--- config.mk ---
export PLATFORM = sky130hd
export DESIGN_NAME = masked_median_scale_estimator
export DESIGN_NICKNAME = d
export VERILOG_FILES = /design/src/design/mmse_pkg.sv /design/src/design/mmse_sort_cell.sv /design/src/design/mmse_sort_chain.sv /design/src/design/mmse_divider.sv /design/src/design/masked_median_scale_estimator.sv
export SDC_FILE = /design/constraint.sdc
export NUM_CORES = 2
export LEC_CHECK = 0
export BUFFER_PORTS_ARGS = -buffer_cell sky130_fd_sc_hd__buf_4
export CORE_ASPECT_RATIO = 1.2
export CORE_MARGIN = 5
export CORE_UTILIZATION = 55
export CTS_BUF_LIST = sky130_fd_sc_hd__clkbuf_2 sky130_fd_sc_hd__clkbuf_4 sky130_fd_sc_hd__clkbuf_8
export DETAILED_ROUTE_END_ITERATION = 10
export MAX_ROUTING_LAYER = met4
export PLACE_DENSITY = 0.74
export SYNTH_ARGS = -nofsm -noshare
export SYNTH_HDL_FRONTEND = slang
export SYNTH_SLANG_ARGS = --single-unit
export TNS_END_PERCENT = 30
--- constraint.sdc ---
create_clock -name clk -period 8 [get_ports clk]
set_clock_uncertainty 0.1 [all_clocks]
set_input_delay 1.2 -clock clk [delete_from_list [all_inputs] [get_ports clk]]
set_output_delay 1.2 -clock clk [all_outputs]
set_load 0.05 [all_outputs]
--- src/design/mmse_pkg.sv ---
package mmse_pkg;

    // Q8.16 word layout
    localparam int Q_W    = 24;
    localparam int FRAC_W = 16;
    localparam int INT_W  = Q_W - FRAC_W;
    localparam logic [Q_W-1:0] Q_MAX = {Q_W{1'b1}};

    // configuration and result widths
    localparam int CFG_W  = 3;
    localparam int USED_W = 3;
    localparam logic [CFG_W-1:0]  MIN_CORNERS_RST = 3'd3;
    localparam logic [USED_W-1:0] USED_MAX        = 3'd7;

    // default geometry
    localparam int WINDOW_RADIUS_DEF = 2;
    localparam int MAX_CORNERS_DEF   = 4;

    // divider: one quotient bit a cycle
    localparam int DIV_STEPS = Q_W;
    localparam int DIV_CNT_W = $clog2(DIV_STEPS + 1);

    typedef struct packed {
        logic           start;
        logic [Q_W-1:0] dividend;
        logic [Q_W-1:0] divisor;
    } div_req_t;

    typedef struct packed {
        logic           done;
        logic [Q_W-1:0] quotient;
    } div_stat_t;

endpackage

--- src/design/mmse_sort_cell.sv ---
// One slot of a sorted insertion chain. Ascending from cell 0; empty cells
// sit at the high end.
module mmse_sort_cell #(
    parameter int WIDTH = mmse_pkg::Q_W
) (
    input  logic             clk,
    input  logic             rst_n,
    input  logic             ins,
    input  logic             clr,
    input  logic [WIDTH-1:0] new_val,
    input  logic             left_gt,
    input  logic [WIDTH-1:0] left_val,
    input  logic             left_full,
    output logic             gt,
    output logic [WIDTH-1:0] val,
    output logic             full
);

    logic [WIDTH-1:0] val_reg;
    logic [WIDTH-1:0] val_next;
    logic             full_reg;
    logic             full_next;
    logic             take;

    // new word belongs at or before this slot
    assign gt   = !full_reg || (val_reg > new_val);
    assign take = ins && gt;

    // left neighbour moving right hands its word on, else the new word lands here
    assign val_next  = left_gt ? left_val : new_val;
    assign full_next = left_gt ? left_full : 1'b1;

    always_ff @(posedge clk or negedge rst_n)
    begin
        if (!rst_n)
        begin
            full_reg <= 1'b0;
        end
        else if (clr)
        begin
            full_reg <= 1'b0;
        end
        else if (take)
        begin
            full_reg <= full_next;
        end
    end

    always_ff @(posedge clk)
    begin
        if (take)
        begin
            val_reg <= val_next;
        end
    end

    assign val  = val_reg;
    assign full = full_reg;

endmodule

--- src/design/mmse_sort_chain.sv ---
// Row of sort cells with a fill count; one insertion a cycle.
module mmse_sort_chain #(
    parameter int DEPTH = mmse_pkg::MAX_CORNERS_DEF,
    parameter int WIDTH = mmse_pkg::Q_W,
    localparam int CW   = $clog2(DEPTH + 1)
) (
    input  logic                        clk,
    input  logic                        rst_n,
    input  logic                        ins,
    input  logic                        clr,
    input  logic [WIDTH-1:0]            new_val,
    output logic [DEPTH-1:0][WIDTH-1:0] vals,
    output logic [CW-1:0]               count
);

    logic [CW-1:0]    count_reg;
    logic [CW-1:0]    count_next;
    logic             ins_ok;
    logic [DEPTH-1:0] gt;
    logic [DEPTH-1:0] full;

    // words past capacity are dropped
    assign ins_ok = ins && (count_reg < CW'(DEPTH));

    genvar i;
    generate
        for (i = 0; i < DEPTH; i++)
        begin : g_cell
            if (i == 0)
            begin : g_head
                mmse_sort_cell #(.WIDTH(WIDTH)) u_cell (
                    .clk       (clk),
                    .rst_n     (rst_n),
                    .ins       (ins_ok),
                    .clr       (clr),
                    .new_val   (new_val),
                    .left_gt   (1'b0),
                    .left_val  (new_val),
                    .left_full (1'b1),
                    .gt        (gt[i]),
                    .val       (vals[i]),
                    .full      (full[i])
                );
            end
            else
            begin : g_body
                mmse_sort_cell #(.WIDTH(WIDTH)) u_cell (
                    .clk       (clk),
                    .rst_n     (rst_n),
                    .ins       (ins_ok),
                    .clr       (clr),
                    .new_val   (new_val),
                    .left_gt   (gt[i-1]),
                    .left_val  (vals[i-1]),
                    .left_full (full[i-1]),
                    .gt        (gt[i]),
                    .val       (vals[i]),
                    .full      (full[i])
                );
            end
        end
    endgenerate

    always_comb
    begin
        count_next = count_reg;
        if (clr)
        begin
            count_next = '0;
        end
        else if (ins_ok)
        begin
            count_next = count_reg + 1'b1;
        end
    end

    always_ff @(posedge clk or negedge rst_n)
    begin
        if (!rst_n)
        begin
            count_reg <= '0;
        end
        else
        begin
            count_reg <= count_next;
        end
    end

    assign count = count_reg;

endmodule

--- src/design/mmse_divider.sv ---
// Saturating Q8.16 divide, floor(a * 2^16 / b), restoring, one bit a cycle.
// Divisor must be nonzero. Saturated results are done in the cycle after start.
module mmse_divider (
    input  logic                clk,
    input  logic                rst_n,
    input  mmse_pkg::div_req_t  req,
    output mmse_pkg::div_stat_t stat
);

    localparam int QW = mmse_pkg::Q_W;
    localparam int IW = mmse_pkg::INT_W;
    localparam int CW = mmse_pkg::DIV_CNT_W;

    logic          busy_reg;
    logic          busy_next;
    logic          done_reg;
    logic          done_next;
    logic [CW-1:0] cnt_reg;
    logic [CW-1:0] cnt_next;
    logic [QW-1:0] rem_reg;
    logic [QW-1:0] rem_next;
    logic [QW-1:0] den_reg;
    logic [QW-1:0] den_next;
    logic [QW-1:0] quo_reg;
    logic [QW-1:0] quo_next;

    logic          sat;
    logic [QW:0]   rem_sh;
    logic          ge;

    // quotient fits only when a >> 8 is below b
    assign sat    = {{IW{1'b0}}, req.dividend[QW-1:IW]} >= req.divisor;
    assign rem_sh = {rem_reg, quo_reg[QW-1]};
    assign ge     = rem_sh >= {1'b0, den_reg};

    always_comb
    begin
        busy_next = busy_reg;
        done_next = 1'b0;
        cnt_next  = cnt_reg;
        rem_next  = rem_reg;
        den_next  = den_reg;
        quo_next  = quo_reg;
        if (req.start)
        begin
            den_next = req.divisor;
            if (sat)
            begin
                quo_next  = mmse_pkg::Q_MAX;
                done_next = 1'b1;
            end
            else
            begin
                // low dividend bits ride in the quotient register
                rem_next  = {{IW{1'b0}}, req.dividend[QW-1:IW]};
                quo_next  = {req.dividend[IW-1:0], {mmse_pkg::FRAC_W{1'b0}}};
                cnt_next  = CW'(mmse_pkg::DIV_STEPS);
                busy_next = 1'b1;
            end
        end
        else if (busy_reg)
        begin
            rem_next = ge ? QW'(rem_sh - {1'b0, den_reg}) : rem_sh[QW-1:0];
            quo_next = {quo_reg[QW-2:0], ge};
            cnt_next = cnt_reg - 1'b1;
            if (cnt_reg == CW'(1))
            begin
                busy_next = 1'b0;
                done_next = 1'b1;
            end
        end
    end

    always_ff @(posedge clk or negedge rst_n)
    begin
        if (!rst_n)
        begin
            busy_reg <= 1'b0;
            done_reg <= 1'b0;
            cnt_reg  <= '0;
        end
        else
        begin
            busy_reg <= busy_next;
            done_reg <= done_next;
            cnt_reg  <= cnt_next;
        end
    end

    always_ff @(posedge clk)
    begin
        rem_reg <= rem_next;
        den_reg <= den_next;
        quo_reg <= quo_next;
    end

    assign stat.done     = done_reg;
    assign stat.quotient = quo_reg;

endmodule

--- src/design/masked_median_scale_estimator.sv ---
// Masked median scale estimator. Depth samples arrive one word per cycle while
// in_stall is low and are insertion-sorted into a row of (2*WINDOW_RADIUS+1)^2
// cells as they come; masked samples and samples beyond the row's capacity are
// dropped. A word with last_in_window or last_corner closes the window: the
// upper median is read from the row and, when the row is not empty, the
// median is nonzero and fewer than MAX_CORNERS ratios are held,
// corner_depth/median is formed by a shared bit-serial divider (a load then
// one quotient bit a cycle, the load alone when the ratio saturates) and
// sorted into a second row of MAX_CORNERS cells. A word with last_corner then
// takes the upper median ratio as the factor when at least min_corners ratios
// are held, divides the larger of the distances from the smallest and largest
// ratio to it by the factor for the spread (a zero factor saturates it), and
// emits one result word once the output register is free. The closing steps
// also wait for any held result to leave; in_stall is high throughout them.
// A finished result may wait in the output register while new samples are
// taken. min_corners (reset 3, 0 read as 1) is written via the cfg channel,
// which is always ready; write it only while idle.
module masked_median_scale_estimator #(
    parameter int WINDOW_RADIUS = mmse_pkg::WINDOW_RADIUS_DEF,
    parameter int MAX_CORNERS   = mmse_pkg::MAX_CORNERS_DEF
) (
    input  logic                        clk,
    input  logic                        rst_n,
    // configuration
    input  logic                        cfg_valid,
    output logic                        cfg_ready,
    input  logic [mmse_pkg::CFG_W-1:0]  cfg_data,
    // sample words
    input  logic                        in_valid,
    output logic                        in_stall,
    input  logic [mmse_pkg::Q_W-1:0]    depth_sample,
    input  logic                        sample_valid,
    input  logic [mmse_pkg::Q_W-1:0]    corner_depth,
    input  logic                        last_in_window,
    input  logic                        last_corner,
    // result words
    output logic                        out_valid,
    input  logic                        out_stall,
    output logic                        scale_found,
    output logic [mmse_pkg::Q_W-1:0]    factor,
    output logic [mmse_pkg::Q_W-1:0]    spread,
    output logic [mmse_pkg::USED_W-1:0] corners_used
);

    localparam int QW      = mmse_pkg::Q_W;
    localparam int WIN_CAP = (2 * WINDOW_RADIUS + 1) * (2 * WINDOW_RADIUS + 1);
    localparam int WC_W    = $clog2(WIN_CAP + 1);
    localparam int WI_W    = $clog2(WIN_CAP);
    localparam int RC_W    = $clog2(MAX_CORNERS + 1);
    localparam int RI_W    = $clog2(MAX_CORNERS);

    typedef enum logic [5:0] {
        S_IDLE       = 6'b000001,
        S_MEDIAN     = 6'b000010,
        S_DIV_RATIO  = 6'b000100,
        S_FINAL      = 6'b001000,
        S_DIV_SPREAD = 6'b010000,
        S_RESULT     = 6'b100000
    } state_t;

    state_t state_reg;
    state_t state_next;

    logic [mmse_pkg::CFG_W-1:0] min_corners_reg;

    // word held for the closing steps
    logic [QW-1:0] corner_reg;
    logic [QW-1:0] corner_next;
    logic          end_all_reg;
    logic          end_all_next;

    // result under construction
    logic          found_hold_reg;
    logic          found_hold_next;
    logic [QW-1:0] factor_hold_reg;
    logic [QW-1:0] factor_hold_next;
    logic [QW-1:0] spread_hold_reg;
    logic [QW-1:0] spread_hold_next;

    // output register
    logic                        out_valid_reg;
    logic                        out_valid_next;
    logic                        scale_found_reg;
    logic [QW-1:0]               factor_reg;
    logic [QW-1:0]               spread_reg;
    logic [mmse_pkg::USED_W-1:0] corners_used_reg;

    logic in_accept;
    logic result_load;

    // window row
    logic                        win_ins;
    logic                        win_clr;
    logic [WIN_CAP-1:0][QW-1:0]  win_vals;
    logic [WC_W-1:0]             win_cnt;
    logic [QW-1:0]               win_med;

    // ratio row
    logic                          rat_ins;
    logic                          rat_clr;
    logic [MAX_CORNERS-1:0][QW-1:0] rat_vals;
    logic [RC_W-1:0]               rat_cnt;
    logic [QW-1:0]                 rat_mid;
    logic [QW-1:0]                 rat_min;
    logic [QW-1:0]                 rat_max;
    logic [QW-1:0]                 dev_lo;
    logic [QW-1:0]                 dev_hi;
    logic [QW-1:0]                 dev_max;

    logic [mmse_pkg::CFG_W-1:0]  need;
    logic                        found_w;
    logic                        ratio_go;
    logic [mmse_pkg::USED_W-1:0] used_w;

    mmse_pkg::div_req_t  div_req;
    mmse_pkg::div_stat_t div_stat;

    assign in_accept = in_valid && !in_stall;
    assign in_stall  = (state_reg != S_IDLE);
    assign cfg_ready = 1'b1;

    // configuration register
    always_ff @(posedge clk or negedge rst_n)
    begin
        if (!rst_n)
        begin
            min_corners_reg <= mmse_pkg::MIN_CORNERS_RST;
        end
        else if (cfg_valid && cfg_ready)
        begin
            min_corners_reg <= cfg_data;
        end
    end

    // sorted rows
    assign win_ins = in_accept && sample_valid;
    assign win_clr = (state_reg == S_MEDIAN);

    mmse_sort_chain #(.DEPTH(WIN_CAP), .WIDTH(QW)) u_win (
        .clk     (clk),
        .rst_n   (rst_n),
        .ins     (win_ins),
        .clr     (win_clr),
        .new_val (depth_sample),
        .vals    (win_vals),
        .count   (win_cnt)
    );

    assign rat_ins = (state_reg == S_DIV_RATIO) && div_stat.done;
    assign rat_clr = result_load;

    mmse_sort_chain #(.DEPTH(MAX_CORNERS), .WIDTH(QW)) u_rat (
        .clk     (clk),
        .rst_n   (rst_n),
        .ins     (rat_ins),
        .clr     (rat_clr),
        .new_val (div_stat.quotient),
        .vals    (rat_vals),
        .count   (rat_cnt)
    );

    mmse_divider u_div (
        .clk   (clk),
        .rst_n (rst_n),
        .req   (div_req),
        .stat  (div_stat)
    );

    // upper medians, element count/2 of each row
    assign win_med = win_vals[WI_W'(win_cnt >> 1)];
    assign rat_mid = rat_vals[RI_W'(rat_cnt >> 1)];
    assign rat_min = rat_vals[0];
    assign rat_max = rat_vals[RI_W'(rat_cnt - 1'b1)];

    // largest |ratio - factor| comes from one end of the sorted row
    assign dev_lo  = rat_mid - rat_min;
    assign dev_hi  = rat_max - rat_mid;
    assign dev_max = (dev_hi > dev_lo) ? dev_hi : dev_lo;

    assign need     = (min_corners_reg == '0) ? mmse_pkg::CFG_W'(1) : min_corners_reg;
    assign found_w  = 32'(rat_cnt) >= 32'(need);
    assign ratio_go = (win_cnt != '0) && (win_med != '0)
                      && (rat_cnt < RC_W'(MAX_CORNERS));
    assign used_w   = (32'(rat_cnt) > 32'(mmse_pkg::USED_MAX))
                      ? mmse_pkg::USED_MAX : mmse_pkg::USED_W'(rat_cnt);

    assign result_load = (state_reg == S_RESULT) && (!out_valid_reg || !out_stall);

    always_comb
    begin
        state_next       = state_reg;
        corner_next      = corner_reg;
        end_all_next     = end_all_reg;
        found_hold_next  = found_hold_reg;
        factor_hold_next = factor_hold_reg;
        spread_hold_next = spread_hold_reg;
        div_req.start    = 1'b0;
        div_req.dividend = corner_reg;
        div_req.divisor  = win_med;

        unique case (state_reg)
            S_IDLE:
            begin
                if (in_accept && (last_in_window || last_corner))
                begin
                    corner_next  = corner_depth;
                    end_all_next = last_corner;
                    state_next   = S_MEDIAN;
                end
            end
            S_MEDIAN:
            begin
                if (ratio_go)
                begin
                    div_req.start = 1'b1;
                    state_next    = S_DIV_RATIO;
                end
                else
                begin
                    state_next = end_all_reg ? S_FINAL : S_IDLE;
                end
            end
            S_DIV_RATIO:
            begin
                if (div_stat.done)
                begin
                    state_next = end_all_reg ? S_FINAL : S_IDLE;
                end
            end
            S_FINAL:
            begin
                found_hold_next  = found_w;
                factor_hold_next = found_w ? rat_mid : '0;
                // zero factor saturates the spread
                spread_hold_next = found_w ? mmse_pkg::Q_MAX : '0;
                div_req.dividend = dev_max;
                div_req.divisor  = rat_mid;
                if (found_w && (rat_mid != '0))
                begin
                    div_req.start = 1'b1;
                    state_next    = S_DIV_SPREAD;
                end
                else
                begin
                    state_next = S_RESULT;
                end
            end
            S_DIV_SPREAD:
            begin
                div_req.dividend = dev_max;
                div_req.divisor  = rat_mid;
                if (div_stat.done)
                begin
                    spread_hold_next = div_stat.quotient;
                    state_next       = S_RESULT;
                end
            end
            S_RESULT:
            begin
                if (result_load)
                begin
                    state_next = S_IDLE;
                end
            end
            default:
            begin
                state_next = S_IDLE;
            end
        endcase
    end

    always_comb
    begin
        out_valid_next = out_valid_reg && out_stall;
        if (result_load)
        begin
            out_valid_next = 1'b1;
        end
    end

    always_ff @(posedge clk or negedge rst_n)
    begin
        if (!rst_n)
        begin
            state_reg     <= S_IDLE;
            out_valid_reg <= 1'b0;
        end
        else
        begin
            state_reg     <= state_next;
            out_valid_reg <= out_valid_next;
        end
    end

    always_ff @(posedge clk)
    begin
        corner_reg      <= corner_next;
        end_all_reg     <= end_all_next;
        found_hold_reg  <= found_hold_next;
        factor_hold_reg <= factor_hold_next;
        spread_hold_reg <= spread_hold_next;
        if (result_load)
        begin
            scale_found_reg  <= found_hold_reg;
            factor_reg       <= factor_hold_reg;
            spread_reg       <= spread_hold_reg;
            corners_used_reg <= used_w;
        end
    end

    assign out_valid    = out_valid_reg;
    assign scale_found  = scale_found_reg;
    assign factor       = factor_reg;
    assign spread       = spread_reg;
    assign corners_used = corners_used_reg;

endmodule

==> results.py <==
metrics = {
    "sta": {
        "setup_slack_ps": 272,
        "tightestPinTransition_ps": 1310,
        "finalCritPeriodShare_pct": 96.6,
        "hold_slack_ps": 308,
        "fmax_mhz": 129,
        "relSlewSlack_pct": 12.1,
        "maxSlewViolCount": 0,
        "finalSetupViolCount": 0,
        "period_needed_ps": 7730,
        "rsz0062_at_grt": "no",
        "finalHoldViolCount": 0,
    },
    "place": {
        "place_ws_ps": -270,
        "gp_congestion": 1.06,
        "port-buffer-count": 112,
        "hpwl_um": 117000,
    },
    "finish": {
        "areaGrowthSynthToFinish_pct": 11.4,
        "final_nets": 5036,
        "fillers": 7010,
        "multi_input_area_um2": 26900,
        "layout_common_cells": "edfxtp_1 (678), ha_1 (597), mux2_2 (422)",
        "layout-drive-gt1-share_pct": 25.1,
        "largest_register_ffs": 360,
        "seq_area_um2": 21500,
        "final_common_cell": "edfxtp_1",
    },
    "drt": {
        "wirelength_um": 151000,
        "highest_layer": "met4",
        "drt_pass1_iterations": 6,
        "ant_nets": 0,
        "wl_met2_um": 75900,
        "vias_per_cell": 6.57,
        "num_vias": 37026,
        "met1_length_um": 55500,
        "dr_wl_met3_um": 9130,
        "drc": 0,
        "drt-wirelength-per-cell_um": 26.8,
        "drtIter0Drc": 2952,
    },
    "setup_path": {
        "cpPeakStageDelay_ps": 570,
        "cp.required_ps": 8370,
        "cpMaxStageDelayCell": "mux4_2",
        "worstSetupEndpointType": "register",
        "start_kind": "register",
        "cp_common_cell": "ha_1",
        "crit_fanout": 24,
        "cp_data_arrival_time_ps": 8090,
        "worstSetupPathType": "register to register",
    },
    "clocking": {
        "clock_latency_ps": 800,
        "clockBufferDepth": 3,
        "cts.sinks": 723,
        "cts-hold-fix-buffers": 0,
        "tritoncts": "built",
        "clockRootBuffer": "clkbuf_8",
        "cts_buffers": 119,
        "h-tree-depth": 3,
        "path_clk_slew_ps": 70,
    },
    "die": {
        "die_x_um": 284,
        "ios": 114,
        "start_util_pct": 55.5,
        "dieArea_um2": 96300,
        "coreArea_um2": 89300,
        "rows": 120,
        "die_y_um": 339,
    },
    "yosys": {
        "synthFlopType": "edfxtp_1",
        "synth.avg_cell_area_um2": 12.0,
        "synth_area_leaders": "edfxtp_1 (41%), ha_1 (15%), mux2_2 (9.6%)",
        "yosys_warnings": 0,
        "synthArstFlopShare_pct": 6.22,
        "ys_seq_area_share_pct": 43.3,
        "synthCells": 4133,
        "synth_top_area_share_pct": 41.0,
        "synth-edff-count": 678,
        "synth_nets": 4794,
        "mappedNetlistArea_um2": 49600,
        "synth_cell_types": 80,
        "ys_ff_latch": 723,
        "synth_top_area_cell": "edfxtp_1",
    },
    "pwr": {
        "p_per_area_nw_per_um2": 276,
        "p_seq_share_pct": 37.1,
        "switching_power_mw": 5.72,
        "swShare_pct": 37.5,
        "clock_power_share_pct": 22.0,
        "internal-power_mw": 9.52,
        "combPwrFrac_pct": 40.9,
        "p_leak_nw": 22.1,
        "vdd_drop_max_mv": 0.265,
    },
    "status": {
        "status": "finished clean",
    },
    "global_routing": {
        "grt_overflow": 0,
        "grt_max_degree": 93,
        "grt_pass1_wl_um": 224000,
        "grt_usage_pct": 31.1,
        "antenna_found_initial": 5,
        "grt_pass1_vias": 37127,
    },
    "min_path": {
        "hp-class": "register to register",
    },
    "run": {
        "drv_cap": 0,
    },
}
-- cell type report --
| cell class | instances | share of cell area, % |
|---|---|---|
| repair buffers | 282 | 3.95 |
| diodes | 4 | 0.0181 |
| multi-input cells | 3033 | 48.7 |
| clock buffers | 160 | 3.58 |
| flip-flops and latches | 723 | 38.9 |
| inverters | 216 | 1.47 |
| clock inverters | 60 | 0.761 |
| well taps | 1159 | 2.62 |
-- routing by layer --
metal / vias up / track usage [%]
met4: 0 / 18.3
met1: 18341 / 35.1
li1: 16604 / -
met5: - / -
met2: 1612 / 53.2
met3: 469 / 3.75
-- worst max-delay path, delay by kind of cell (launching register included) --
| kind | cells | cell delay, ps |
|---|---|---|
| buf+inv | 8 | 1390 |
| compound gates | 12 | 2370 |
| simple gates | 6 | 1010 |
| mux | 4 | 1200 |
| fa+ha+maj | 3 | 920 |
| flops | 1 | 420 |
-- cell usage after synthesis (all sizes together) (18+ instances only) --
cell,number
xor2,18
o21ai,167
nand4,119
o21a,79
a21o,123
clkbuf,114
buf,47
a31oi,23
nor3,57
o211ai,18
a21oi,252
mux2,422
dfrtp,42
a22oi,36
inv,215
a21boi,37
nand2b,37
nor2b,67
a211oi,29
mux4,144
xnor2,37
nor2,221
ha,599
nand3,68
mux2i,52
nor4,22
edfxtp,678
nand2,188
-- power groups by stage --
stage          combinational, mW  clock (mW)  sequential [mW]
2_1_floorplan               4.36           0             5.43
6_report                    6.23        3.35             5.66
3_3_place_gp                5.98           0             5.68
4_1_cts                     6.14        3.40             5.63
3_5_place_dp                6.11           0             5.70
5_1_grt                     6.73        3.57             5.69
-- metrics by stage --
| stage | std cells | total power, mW | utilization, % | setup TNS (ps) | instance area [µm²] |
|---|---|---|---|---|---|
| final | 5637 | 15.2 | 61.8 | 0 | 55200 |
| after global routing | 5637 | 16.0 | 61.8 | 0 | 55200 |
| after CTS | 5633 | 15.2 | 61.7 | 0 | 55100 |
| after detailed placement | 5413 | 11.8 | 59.0 | -6010 | 52700 |
| after global placement | 5413 | 11.7 | 59.0 | -1270 | 52700 |
| after floorplan | 4133 | 9.79 | - | 0 | 49600 |
-- timing repair --
| item | in CTS | in global routing |
|---|---|---|
| resized for setup | 2 | 34 |
| buffers inserted | 0 | 0 |
| pin swaps | 0 | 7 |
| endpoints found under the setup margin | 49 | 55 |
-- worst paths after layout --
kind                                                   start                                        endpoint  slack [ps]  cells past startpoint
setup / recovery                  u_rat.count[1]$_DFFE_PN0P_                 u_div.rem_reg[20]$_SDFFCE_PP0P_         270                     33
hold / removal             factor_hold_reg[22]$_SDFFCE_PN0P_                            factor[22]$_DFFE_PP_         310                      0
setup reg to reg                  u_rat.count[1]$_DFFE_PN0P_                 u_div.rem_reg[20]$_SDFFCE_PP0P_         270                     33
hold reg to reg            factor_hold_reg[22]$_SDFFCE_PN0P_                            factor[22]$_DFFE_PP_         310                      0
max in group asynchronous                              rst_n                      u_rat.count[1]$_DFFE_PN0P_        6790                      1
min in group asynchronous                              rst_n  u_win.g_cell[3].g_body.u_cell.full$_DFFE_PN0P_         370                      1
-- cell families after synthesis --
logic type | count (synthesis) | synth area share, %
compound gates | 891 | 11.6
xor+xnor | 55 | 0.971
fa+ha+maj | 602 | 15.2
buf+inv | 377 | 3.03
flops | 723 | 43.3
mux | 618 | 17.2
other cells | 1 | 0.00756
simple gates | 866 | 8.70
(Power assumes the default switching activity.)
